===== config.mk =====
export PLATFORM = sky130hd
export DESIGN_NAME = first_fit_block_allocator
export DESIGN_NICKNAME = d
export VERILOG_FILES = /design/src/rtl/core/ffba_pkg.sv /design/src/rtl/core/ffba_ram.sv /design/src/rtl/core/ffba_seq.sv /design/src/rtl/core/first_fit_block_allocator.sv
export SDC_FILE = /design/constraint.sdc
export NUM_CORES = 2
export LEC_CHECK = 0
export BUFFER_PORTS_ARGS = -buffer_cell sky130_fd_sc_hd__buf_4
export CAP_MARGIN = 10
export CORE_UTILIZATION = 53
export DETAILED_ROUTE_END_ITERATION = 12
export PLACE_DENSITY = 0.69
export REMOVE_ABC_BUFFERS = 1
export SYNTH_ARGS = -nofsm -noshare
export SYNTH_HDL_FRONTEND = slang
export SYNTH_SLANG_ARGS = --single-unit

===== constraint.sdc =====
create_clock -name clk_i -period 6.3 [get_ports clk_i]
set_clock_uncertainty 0.1 [all_clocks]
set_input_delay 0.945 -clock clk_i [delete_from_list [all_inputs] [get_ports clk_i]]
set_output_delay 0.945 -clock clk_i [all_outputs]
set_load 0.01 [all_outputs]

===== src/rtl/core/ffba_pkg.sv =====
// shared constants, codes and item types of the first-fit block allocator
package ffba_pkg;
  localparam int unsigned MAX_BLOCKS   = 64;
  localparam int unsigned WORD_BYTES   = 8;
  localparam int unsigned HEADER_BYTES = 24;
  localparam int unsigned MGMT_BYTES   = 16;
  localparam int unsigned POOL_RESET   = 4096;

  localparam int unsigned AW      = $clog2(MAX_BLOCKS);
  localparam int unsigned CW      = AW + 1;
  localparam int unsigned SIZE_W  = 16;
  localparam int unsigned ENTRY_W = SIZE_W + 1;

  localparam logic [1:0] REQ_ALLOC = 2'd0;
  localparam logic [1:0] REQ_FREE  = 2'd1;
  localparam logic [1:0] REQ_QUERY = 2'd2;

  localparam logic [1:0] ST_OK       = 2'd0;
  localparam logic [1:0] ST_NO_FIT   = 2'd1;
  localparam logic [1:0] ST_NO_BLOCK = 2'd2;

  typedef struct packed {
    logic [1:0]  req_type;
    logic [15:0] request_bytes;
    logic [15:0] payload_offset;
  } ffba_in_t;

  typedef struct packed {
    logic [1:0]  status;
    logic [15:0] granted_offset;
    logic [15:0] largest_free;
    logic [6:0]  block_total;
  } ffba_out_t;

  typedef struct packed {
    logic              free;
    logic [SIZE_W-1:0] size;
  } ffba_entry_t;
endpackage


===== src/rtl/core/ffba_ram.sv =====
// generic single-write, single-read ram with registered read data
module ffba_ram #(
  parameter int unsigned WIDTH = 8,
  parameter int unsigned DEPTH = 16
) (
  input  logic                     clk_i,
  input  logic                     we_i,
  input  logic [$clog2(DEPTH)-1:0] waddr_i,
  input  logic [WIDTH-1:0]         wdata_i,
  input  logic                     re_i,
  input  logic [$clog2(DEPTH)-1:0] raddr_i,
  output logic [WIDTH-1:0]         rdata_o
);
  logic [WIDTH-1:0] mem_q [DEPTH];

  always_ff @(posedge clk_i) begin
    if (we_i) begin
      mem_q[waddr_i] <= wdata_i;
    end
    if (re_i) begin
      rdata_o <= mem_q[raddr_i];
    end
  end
endmodule


===== src/rtl/core/ffba_seq.sv =====
// table walker: merge, first-fit with split ripple, free lookup
module ffba_seq (
  input  logic               clk_i,
  input  logic               rst_ni,
  input  logic               cfg_we_i,
  input  logic [15:0]        cfg_wdata_i,
  input  logic               start_i,
  input  ffba_pkg::ffba_in_t req_i,
  input  logic               ack_i,
  output logic               idle_o,
  output logic               done_o,
  output ffba_pkg::ffba_out_t res_o
);
  import ffba_pkg::*;

  localparam logic [2:0] S_INIT  = 3'd0;
  localparam logic [2:0] S_IDLE  = 3'd1;
  localparam logic [2:0] S_MERGE = 3'd2;
  localparam logic [2:0] S_ALLOC = 3'd3;
  localparam logic [2:0] S_FREE  = 3'd4;
  localparam logic [2:0] S_DONE  = 3'd5;

  logic [2:0]        state_q, state_d;
  logic [CW-1:0]     count_q, count_d;
  logic [15:0]       pool_q, pool_d;
  ffba_in_t          req_q, req_d;
  logic [CW-1:0]     iss_q, iss_d;
  logic              vld_q, vld_d;
  logic [AW-1:0]     pidx_q, pidx_d;
  logic [CW-1:0]     wi_q, wi_d;
  ffba_entry_t       acc_q, acc_d;
  logic              acc_vld_q, acc_vld_d;
  logic [15:0]       best_q, best_d;
  logic [17:0]       start_q, start_d;
  logic [16:0]       need_q, need_d;
  ffba_entry_t       carry_q, carry_d;
  logic              shift_q, shift_d;
  logic [1:0]        status_q, status_d;
  logic [15:0]       granted_q, granted_d;
  logic [15:0]       largest_q, largest_d;

  logic              rd_en, wr_en;
  logic [AW-1:0]     rd_addr, wr_addr;
  ffba_entry_t       wr_data, rdata;
  logic [ENTRY_W-1:0] rdata_raw;
  logic              more;
  logic [15:0]       best_fin, rem;
  logic [16:0]       rounded;

  ffba_ram #(.WIDTH(ENTRY_W), .DEPTH(MAX_BLOCKS)) u_table (
    .clk_i  (clk_i),
    .we_i   (wr_en),
    .waddr_i(wr_addr),
    .wdata_i(wr_data),
    .re_i   (rd_en),
    .raddr_i(rd_addr),
    .rdata_o(rdata_raw)
  );

  assign rdata  = ffba_entry_t'(rdata_raw);
  assign more   = (iss_q < count_q);
  assign idle_o = (state_q == S_IDLE);
  assign done_o = (state_q == S_DONE);
  assign rem    = rdata.size - need_q[15:0];
  assign best_fin = (acc_q.free && (acc_q.size > best_q)) ? acc_q.size : best_q;
  assign rounded  = ({1'b0, req_i.request_bytes} + 17'(WORD_BYTES - 1))
                    & ~17'(WORD_BYTES - 1);

  always_comb begin
    res_o.status         = status_q;
    res_o.granted_offset = granted_q;
    res_o.largest_free   = largest_q;
    res_o.block_total    = 7'(count_q);
  end

  always_comb begin
    state_d   = state_q;
    count_d   = count_q;
    pool_d    = pool_q;
    req_d     = req_q;
    iss_d     = iss_q;
    vld_d     = 1'b0;
    pidx_d    = pidx_q;
    wi_d      = wi_q;
    acc_d     = acc_q;
    acc_vld_d = acc_vld_q;
    best_d    = best_q;
    start_d   = start_q;
    need_d    = need_q;
    carry_d   = carry_q;
    shift_d   = shift_q;
    status_d  = status_q;
    granted_d = granted_q;
    largest_d = largest_q;
    rd_en     = 1'b0;
    rd_addr   = iss_q[AW-1:0];
    wr_en     = 1'b0;
    wr_addr   = pidx_q;
    wr_data   = rdata;

    // walking states issue one read a cycle while entries remain, data is seen in the next cycle
    if (state_q == S_MERGE || state_q == S_ALLOC || state_q == S_FREE) begin
      rd_en  = more;
      iss_d  = more ? iss_q + CW'(1) : iss_q;
      vld_d  = more;
      pidx_d = iss_q[AW-1:0];
    end

    case (state_q)
      S_INIT: begin
        wr_en     = 1'b1;
        wr_addr   = '0;
        wr_data.free = 1'b1;
        wr_data.size = (pool_q >= 16'(MGMT_BYTES)) ? pool_q - 16'(MGMT_BYTES) : '0;
        count_d   = CW'(1);
        if (cfg_we_i) begin
          // a further pool write restarts the initialisation
          pool_d  = cfg_wdata_i;
        end else begin
          state_d = S_IDLE;
        end
      end
      S_IDLE: begin
        if (cfg_we_i) begin
          pool_d  = cfg_wdata_i;
          state_d = S_INIT;
        end else if (start_i) begin
          req_d     = req_i;
          need_d    = rounded + 17'(HEADER_BYTES);
          status_d  = ST_OK;
          granted_d = '0;
          largest_d = '0;
          iss_d     = '0;
          wi_d      = '0;
          acc_vld_d = 1'b0;
          best_d    = '0;
          start_d   = 18'(MGMT_BYTES);
          shift_d   = 1'b0;
          case (req_i.req_type)
            REQ_ALLOC, REQ_QUERY: state_d = S_MERGE;
            REQ_FREE:             state_d = S_FREE;
            default:              state_d = S_DONE;
          endcase
        end
      end
      S_MERGE: begin
        if (vld_q) begin
          if (acc_vld_q && acc_q.free && rdata.free) begin
            acc_d.size = acc_q.size + rdata.size;
          end else begin
            if (acc_vld_q) begin
              wr_en   = 1'b1;
              wr_addr = wi_q[AW-1:0];
              wr_data = acc_q;
              best_d  = best_fin;
              wi_d    = wi_q + CW'(1);
            end
            acc_d = rdata;
          end
          acc_vld_d = 1'b1;
        end else if (!more) begin
          // flush the last run and settle the new block count
          wr_en     = 1'b1;
          wr_addr   = wi_q[AW-1:0];
          wr_data   = acc_q;
          count_d   = wi_q + CW'(1);
          iss_d     = '0;
          if (req_q.req_type == REQ_QUERY) begin
            largest_d = (best_fin > 16'(HEADER_BYTES)) ? best_fin - 16'(HEADER_BYTES) : '0;
            state_d   = S_DONE;
          end else begin
            state_d   = S_ALLOC;
          end
        end
      end
      S_ALLOC: begin
        if (vld_q) begin
          if (shift_q) begin
            // ripple later entries up by one to make room for the remainder
            wr_en   = 1'b1;
            wr_data = carry_q;
            carry_d = rdata;
          end else if (rdata.free && ({1'b0, rdata.size} >= need_q)) begin
            wr_en        = 1'b1;
            wr_data.free = 1'b0;
            granted_d    = 16'(start_q + 18'(HEADER_BYTES));
            if (rem >= 16'(HEADER_BYTES + WORD_BYTES) && count_q < CW'(MAX_BLOCKS)) begin
              wr_data.size = need_q[15:0];
              shift_d      = 1'b1;
              carry_d.free = 1'b1;
              carry_d.size = rem;
            end else begin
              state_d = S_DONE;
            end
          end else begin
            start_d = start_q + {2'b00, rdata.size};
          end
        end else if (!more) begin
          if (shift_q) begin
            wr_en   = 1'b1;
            wr_addr = count_q[AW-1:0];
            wr_data = carry_q;
            count_d = count_q + CW'(1);
          end else begin
            status_d = ST_NO_FIT;
          end
          state_d = S_DONE;
        end
      end
      S_FREE: begin
        if (vld_q) begin
          if (start_q + 18'(HEADER_BYTES) == {2'b00, req_q.payload_offset}) begin
            wr_en        = 1'b1;
            wr_data.free = 1'b1;
            state_d      = S_DONE;
          end else begin
            start_d = start_q + {2'b00, rdata.size};
          end
        end else if (!more) begin
          status_d = ST_NO_BLOCK;
          state_d  = S_DONE;
        end
      end
      S_DONE: begin
        if (ack_i) begin
          state_d = S_IDLE;
        end
      end
      default: state_d = S_INIT;
    endcase
  end

  always_ff @(posedge clk_i or negedge rst_ni) begin
    if (!rst_ni) begin
      state_q   <= S_INIT;
      count_q   <= CW'(1);
      pool_q    <= 16'(POOL_RESET);
      iss_q     <= '0;
      vld_q     <= 1'b0;
      wi_q      <= '0;
      acc_vld_q <= 1'b0;
      shift_q   <= 1'b0;
    end else begin
      state_q   <= state_d;
      count_q   <= count_d;
      pool_q    <= pool_d;
      iss_q     <= iss_d;
      vld_q     <= vld_d;
      wi_q      <= wi_d;
      acc_vld_q <= acc_vld_d;
      shift_q   <= shift_d;
    end
  end

  always_ff @(posedge clk_i) begin
    req_q     <= req_d;
    pidx_q    <= pidx_d;
    acc_q     <= acc_d;
    best_q    <= best_d;
    start_q   <= start_d;
    need_q    <= need_d;
    carry_q   <= carry_d;
    status_q  <= status_d;
    granted_q <= granted_d;
    largest_q <= largest_d;
  end
endmodule


===== src/rtl/core/first_fit_block_allocator.sv =====
// top level of the first-fit block allocator: handshakes and result register
// one item at a time, bounded by the single read port of the block table
// a new item is taken while the previous result still waits in the output register
// reset (asynchronous, active low) sets the pool to 4096 bytes; the init state then
// writes the table as one free block, as after every pool size write taken in idle
module first_fit_block_allocator (
  input  logic                clk_i,
  input  logic                rst_ni,
  input  logic                cfg_we_i,
  input  logic [15:0]         cfg_wdata_i,
  input  logic                in_valid_i,
  output logic                in_stall_o,
  input  ffba_pkg::ffba_in_t  in_item_i,
  output logic                out_valid_o,
  input  logic                out_stall_i,
  output ffba_pkg::ffba_out_t out_item_o
);
  import ffba_pkg::*;

  logic      seq_idle, seq_done, ack, start;
  ffba_out_t seq_res;
  logic      out_vld_q, out_vld_d;
  ffba_out_t out_q;

  // only the walker's idle state takes a new item, a pool write goes first
  assign in_stall_o = !seq_idle || cfg_we_i;
  assign start      = in_valid_i && !in_stall_o;

  // a finished result moves on once the output register is free or draining
  assign ack = !out_vld_q || !out_stall_i;

  ffba_seq u_seq (
    .clk_i      (clk_i),
    .rst_ni     (rst_ni),
    .cfg_we_i   (cfg_we_i),
    .cfg_wdata_i(cfg_wdata_i),
    .start_i    (start),
    .req_i      (in_item_i),
    .ack_i      (ack),
    .idle_o     (seq_idle),
    .done_o     (seq_done),
    .res_o      (seq_res)
  );

  always_comb begin
    out_vld_d = out_vld_q;
    if (ack) begin
      out_vld_d = seq_done;
    end
  end

  always_ff @(posedge clk_i or negedge rst_ni) begin
    if (!rst_ni) begin
      out_vld_q <= 1'b0;
    end else begin
      out_vld_q <= out_vld_d;
    end
  end

  // output payload only changes when a new result is loaded
  always_ff @(posedge clk_i) begin
    if (ack && seq_done) begin
      out_q <= seq_res;
    end
  end

  assign out_valid_o = out_vld_q;
  assign out_item_o  = out_q;
endmodule


== Word level (Yosys, flattened, before mapping) ==
Memory sizes are Yosys's and may differ from the RTL's. A register that Yosys moved wholly into a read port is not among the register bits.
Cells that the tools add are included.

* Register bits after elaboration: 228
* Bits in writable memories: 1088
* Bits of input ports: 55
* Output and inout port bits: 43
* Memories: 1

* $add $sub $neg: 11
* Magnitude comparators: 7
* Eq/ne operators: 35
* Multiplexer cells: 118
* Bitwise operators: 2
* Reductions and logical operators: 39

{| class="wikitable"
|+ Memories
! memory !! words !! bits a word !! read ports !! clocked after memory_dff !! write ports !! RTL line !! text
|-
| u_seq.u_table.mem_q || 64 || 17 || 1 || 1 || 1 || ffba_ram.sv:14 || <nowiki>logic [WIDTH-1:0] mem_q [DEPTH];</nowiki>
|}

{| class="wikitable"
|+ Operators with widths
! cell !! count
|-
| $mux 16 || 16
|-
| $mux 17 || 12
|-
| $mux 18 || 7
|-
| $mux 7 || 16
|-
| $pmux 16 s2 || 3
|-
| $pmux 18 s3 || 1
|-
| $pmux 16 s3 || 1
|-
| $mux 3 || 14
|-
| $mux 6 || 7
|-
| $sub 16x5->16 const B || 2
|-
| $ne 2x2->1 const B || 14
|-
| $pmux 7 s2 || 2
|-
| $reduce_and 6->1 || 4
|-
| $mux 1 || 23
|-
| $add 7x1->7 const B || 3
|-
| $pmux 7 s3 || 1
|-
| $add 18x16->18 || 1
|-
| $add 18x5->18 const B || 1
|-
| $eq 18x16->1 || 1
|-
| $pmux 3 s6 || 1
|-
| $pmux 6 s3 || 1
|-
| $add 16x3->17 const B || 1
|-
| $add 17x5->17 const B || 1
|-
| $ge 16x17->1 || 1
|-
| 35 further kinds || 78
|}

== Longest topological paths before layout ==
* Word-level depth: 9
* Gate-level depth with buffers: 18
* Mapped depth without buffers: 16

== Modules after synthesis ==
A second synthesis with hierarchy kept.

* Cells, all modules: 3222
* Area total of the unflattened synthesis: 56127.6 um2

{| class="wikitable"
|+ Modules (own cells, without submodules)
! module !! instances !! cells each !! area each (um2) !! sequential area each (um2)
|-
| ffba_ram || 1 || 1875 || 42288.1 || 33181.8
|-
| ffba_seq || 1 || 1300 || 12545.8 || 5282.6
|-
| first_fit_block_allocator || 1 || 47 || 1293.7 || 1256.2
|}

== Worst setup path after synthesis ==
Ideal clock, no wire load.

* Path type: register to register
* From: reg u_seq.u_table.rdata_o[3], read port of u_seq.u_table.mem_q
* To: mem u_seq.u_table.mem_q[0][10] (netlist name) (data pin)
* Arrival: 5129 ps
* Data required time: 5631 ps
* Slack: 502 ps
* Stages on the path, launching flop included: 15
* Buffers on the path: 1
* Period minus slack after synthesis: 5798 ps
* Cells stage by stage: edfxtp_1 -> inv_1 -> ha_1 -> inv_1 -> fa_1 -> a21o_1 -> a211oi_2 -> o21a_1 -> o311ai_1 -> or4_1 -> or4_4 -> nand3_2 -> buf_6 -> o21ai_0 -> a2bb2oi_1

* Cells in the longest elaborated chain, start to end: 8
* Elaborated cells between the ends (all ways): 10
* Those cells by class: add/sub: 1; order compare: 2; mux: 5; reduce/logical: 2

{| class="wikitable"
|+ Ends and longest elaborated chain
! item !! RTL line !! text
|-
| start: declaration || ffba_ram.sv:12 || <nowiki>output logic [WIDTH-1:0] rdata_o</nowiki>
|-
| $sub 16x16->16 || ffba_seq.sv:64 || <nowiki>assign rem = rdata.size - need_q[15:0];</nowiki>
|-
| $ge 16x6->1 || ffba_seq.sv:187 || <nowiki>if (rem >= 16'(HEADER_BYTES + WORD_BYTES) && count_q < CW'(MAX_BLOCKS)) begin</nowiki>
|-
| $logic_and 1x1->1 || ffba_seq.sv:187 ||
|-
| $mux 16 || ffba_seq.sv:187 ||
|-
| $mux 17 * || ffba_seq.sv:183 || <nowiki>end else if (rdata.free && ({1'b0, rdata.size} >= need_q)) begin</nowiki>
|-
| $mux 17 * || ffba_seq.sv:178 || <nowiki>if (shift_q) begin</nowiki>
|-
| $mux 17 * || ffba_seq.sv:177 || <nowiki>if (vld_q) begin</nowiki>
|-
| $pmux 16 s3 * || ffba_seq.sv:109 || <nowiki>case (state_q)</nowiki>
|-
| named net u_seq.u_table.wdata_i[10] || ffba_ram.sv:9 || <nowiki>input logic [WIDTH-1:0] wdata_i,</nowiki>
|-
| end: declaration || ffba_ram.sv:14 ||
|}

The timed path passes the listed nets; every way through them passes the cells marked *.

== Worst setup path in the final report ==
* From: reg u_seq.u_table.rdata_o[3], read port of u_seq.u_table.mem_q
* To: mem u_seq.u_table.mem_q[41][11] (netlist name) (data pin)

The elaborated chain is that of the path after synthesis.

==> run_results.csv <==
group,metric,value,unit
clock_tree,cts_resized,0,
drt,antenna_left,0,
floorplanning,die-area,107000,um^2
timing,hold_ws,131,ps
placement,dp_hpwl,84000,um
drt,via_count,31000,
drt,drc,0,
logic_synthesis,yosys_warnings,0,
logic_synthesis,syn-instance-count,3110,
cells_and_area,diodes,0,
drt,vias_per_cell,6.40,
logic_synthesis,ys.flop_type,"edfxtp_1",
cells_and_area,syn2layout_area_growth,13.7,%
logic_synthesis,synth_cell_types,81,
timing,final.setup.tns,0,ps
clock_tree,ctsHoldBuffers,0,
clock_tree,clock_path_buffers,3,
clock_tree,h-tree-depth,4,
placement,portBuffers,97,
logic_synthesis,yosys-top-cells-area,"edfxtp_1 (69%), mux4_2 (14%), dfrtp_1 (1.9%)",
worst_setup_path,startpoint_type,"flop",
timing,finalHoldViolations,0,
grt,first_global_vias,31000,
floorplanning,ios,98,
grt,grt_pass1_wl,207000,um
logic_synthesis,ys_async_sr_fraction,0.0331,
outcome,status,"completed",
power_and_ir_drop,total_leakage_power,20.9,nW
timing,fin_ws,855,ps
clock_tree,clockRootBuffer,"clkbuf_16",
logic_synthesis,syn-mean-instance-area,18.1,um^2
placement,placedCellCount,4598,
timing,fmax,184,MHz
cells_and_area,layout.nets,3476,
placement,gp_congestion,0.930,
worst_setup_path,required,6760,ps
power_and_ir_drop,switchingPower,0.0101,W
logic_synthesis,yosys.area_share.simple,0.0481,
clock_tree,post-cts-setup-buffer-count,0,
worst_setup_path,setup.worst_path.end_class,"flop",
power_and_ir_drop,power.density,485,nW/um^2
clock_tree,cts.sinks,1330,
cells_and_area,drive_above_1_share,0.255,
timing,slew_headroom,0.0766,
min_path,min_path_type,"in2async",
grt,grt_usage,0.268,
grt,antenna_found_initial,3,
logic_synthesis,synth_edf_count,1286,
logic_synthesis,yosysSeqAreaShare,0.707,
timing,min_period,5450,ps
floorplanning,initial_core_util,0.534,
timing,fin_crit_sh,0.864,
logic_synthesis,synth_top_family_by_area,"multiplexers",
logic_synthesis,synth.largest_area_cell,"edfxtp_1",
worst_setup_path,crit_arrival,5910,ps
logic_synthesis,yosys.area_share.adder,0.0175,
clock_tree,cts_inserted_buffers,135,
clock_tree,clk_pin_slew,60,ps
logic_synthesis,synthMuxAreaShare,0.152,
clock_tree,clock_latency,740,ps
logic_synthesis,synth_compound_area_frac,0.0455,
timing,rsz0062_at_grt,"no",
clock_tree,cts_tree,"done",
drt,post_drt_wl_per_cell,29.3,um
logic_synthesis,synth_most_common_cell,"edfxtp_1",
power_and_ir_drop,p_int,0.0209,W
cells_and_area,final_core_util,0.607,
grt,gr-total-overflow,0,
timing,setup_viol,0,
floorplanning,core_area,105000,um^2
placement,dp_slack,987,ps
worst_setup_path,critPathMaxFanout,34,
logic_synthesis,syn_area,56200,um^2
drt,drtPass1Iterations,6,
timing,maxSlewViolCount,0,
grt,grt_max_degree,140,
job,maxCapViolations,0,
drt,routed_wl,142000,um
logic_synthesis,synthTopCellsByCount,"edfxtp_1 (1286), mux4_2 (340), nor2_1 (207), nand2_1 (161), a21oi_1 (106)",
drt,drtIter0Drc,3778,
logic_synthesis,ys_seq_elements,1330,
power_and_ir_drop,combPwrFrac,0.323,
worst_setup_path,crit_type,"reg2reg",
power_and_ir_drop,ir_drop,429,uV
power_and_ir_drop,clkPwrFrac,0.251,
floorplanning,num_rows,119,
timing,worstMarginPinSlew,1390,ps
logic_synthesis,synth_xor_area_frac,0.0154,
power_and_ir_drop,swShare,0.327,
cells_and_area,instances_no_fill,4838,
logic_synthesis,synth_top_area_frac,0.687,
power_and_ir_drop,seqPwrFrac,0.425,
floorplanning,die_w,328,um
floorplanning,die-height,328,um
[registers in the layout, summed over array words and instances (netlist names), 2 cells and up]
name,flops
u_seq.req_q,18
out_item_o,41
u_seq.acc_q,17
u_seq.count_q,7
u_seq.pidx_q,6
u_seq.need_q,14
u_seq.iss_q,7
u_seq.wi_q,7
u_seq.u_table.mem_q,1088
u_seq.status_q,2
u_seq.largest_q,16
u_seq.best_q,16
u_seq.pool_q,16
u_seq.carry_q,17
u_seq.state_q,3
u_seq.granted_q,16
u_seq.start_q,18
u_seq.u_table.rdata_o,17
[kinds of logic (layout without fill, tap and decap cells)]
group,after synthesis,after routing
AO/OA/AOI/OAI,384,384
AND/OR/NAND/NOR,581,581
multiplexers,422,422
flip-flops,1330,1330
adder cells (fa/ha/maj),77,77
XOR/XNOR,99,99
buffers and inverters,217,554
[layout by cell type, fill, tap and decap left out, types with 21 or more instances in the layout]
cell	synthesis	routed
mux4_2	340	340
dfrtp_1	42	37
nor2_1	207	182
nor2_2	0	22
xor2_1	44	44
xnor2_1	55	55
edfxtp_1	1286	1286
clkinv_1	0	21
inv_1	72	72
a21oi_1	106	103
mux2_2	43	43
nand2_1	161	161
nor3_1	32	31
o21ai_0	93	93
nand3_1	32	32
mux2i_1	38	38
ha_1	74	74
and3_1	29	29
clkbuf_1	94	40
buf_4	1	238
clkbuf_16	0	143
[stage by stage]
| stage | total power (W) | cell area, um^2 |
|---|---|---|
| floorplan | 0.0196 | 55600 |
| global placement | 0.0229 | 59600 |
| detailed placement | 0.0233 | 59600 |
| CTS | 0.0311 | 63900 |
| global route | 0.0322 | 63900 |
| finish | 0.0310 | 63900 |
[power by group through the flow]
stage / logic [W] / clock network, W / registers [W]
after floorplan: 0.00602 / 0 / 0.0136
after global placement: 0.00958 / 0 / 0.0133
after detailed placement: 0.00994 / 0 / 0.0134
after CTS: 0.00998 / 0.00791 / 0.0132
after global routing: 0.0107 / 0.00824 / 0.0133
final: 0.0100 / 0.00779 / 0.0132
[path summary, 6_finish.rpt]
| path | start | endpoint | slack (ps) | cells after the start |
|---|---|---|---|---|
| min in group clk_i | in_item_i[2] | u_seq.req_q[2]$_DFFE_PP_ | 280 | 1 |
| hold / removal | rst_ni | u_seq.wi_q[6]$_DFFE_PN0P_ | 130 | 1 |
| max in group asynchronous | rst_ni | u_seq.iss_q[2]$_DFF_PN0_ | 5450 | 1 |
| setup / recovery | u_seq.u_table.rdata_o[3]$_DFFE_PP_ | u_seq.u_table.mem_q[41][11]$_DFFE_PP_ | 850 | 15 |
| setup reg to reg | u_seq.u_table.rdata_o[3]$_DFFE_PP_ | u_seq.u_table.mem_q[41][11]$_DFFE_PP_ | 850 | 15 |
| hold reg to reg | u_seq.largest_q[1]$_SDFFCE_PP0P_ | out_item_o[8]$_DFFE_PP_ | 320 | 0 |
[layer usage]
layer | part of all wire | vias to the layer above | track usage
met5 | 0.000085 | - | 0
met4 | 0.039 | 2 | 0.106
met3 | 0.087 | 289 | 0.0524
met2 | 0.48 | 1589 | 0.430
met1 | 0.39 | 16100 | 0.365
li1 | - | 13100 | -
[critical path, stage by stage (launching register included)]
cell and delay [ps]:
edfxtp_1 360, buf_4 190, inv_1 90, ha_1 190
inv_1 70, fa_1 400, a21o_1 260, a211oi_2 240
o21a_1 180, o311ai_1 110, or4_1 540, or4_4 590
nand3_2 410, o21ai_0 250, a2bb2oi_4 920, buf_4 350
[layout make-up]
class	count	area, um^2
clock buffer	184	3740
multi-input combinational	1563	16000
fill	7340	41300
timing repair buffer	242	1870
tap	1391	1740
sequential	1330	39700
clock inverter	56	553
inverter	72	270
No activity file was read; power rests on OpenSTA's default activity.
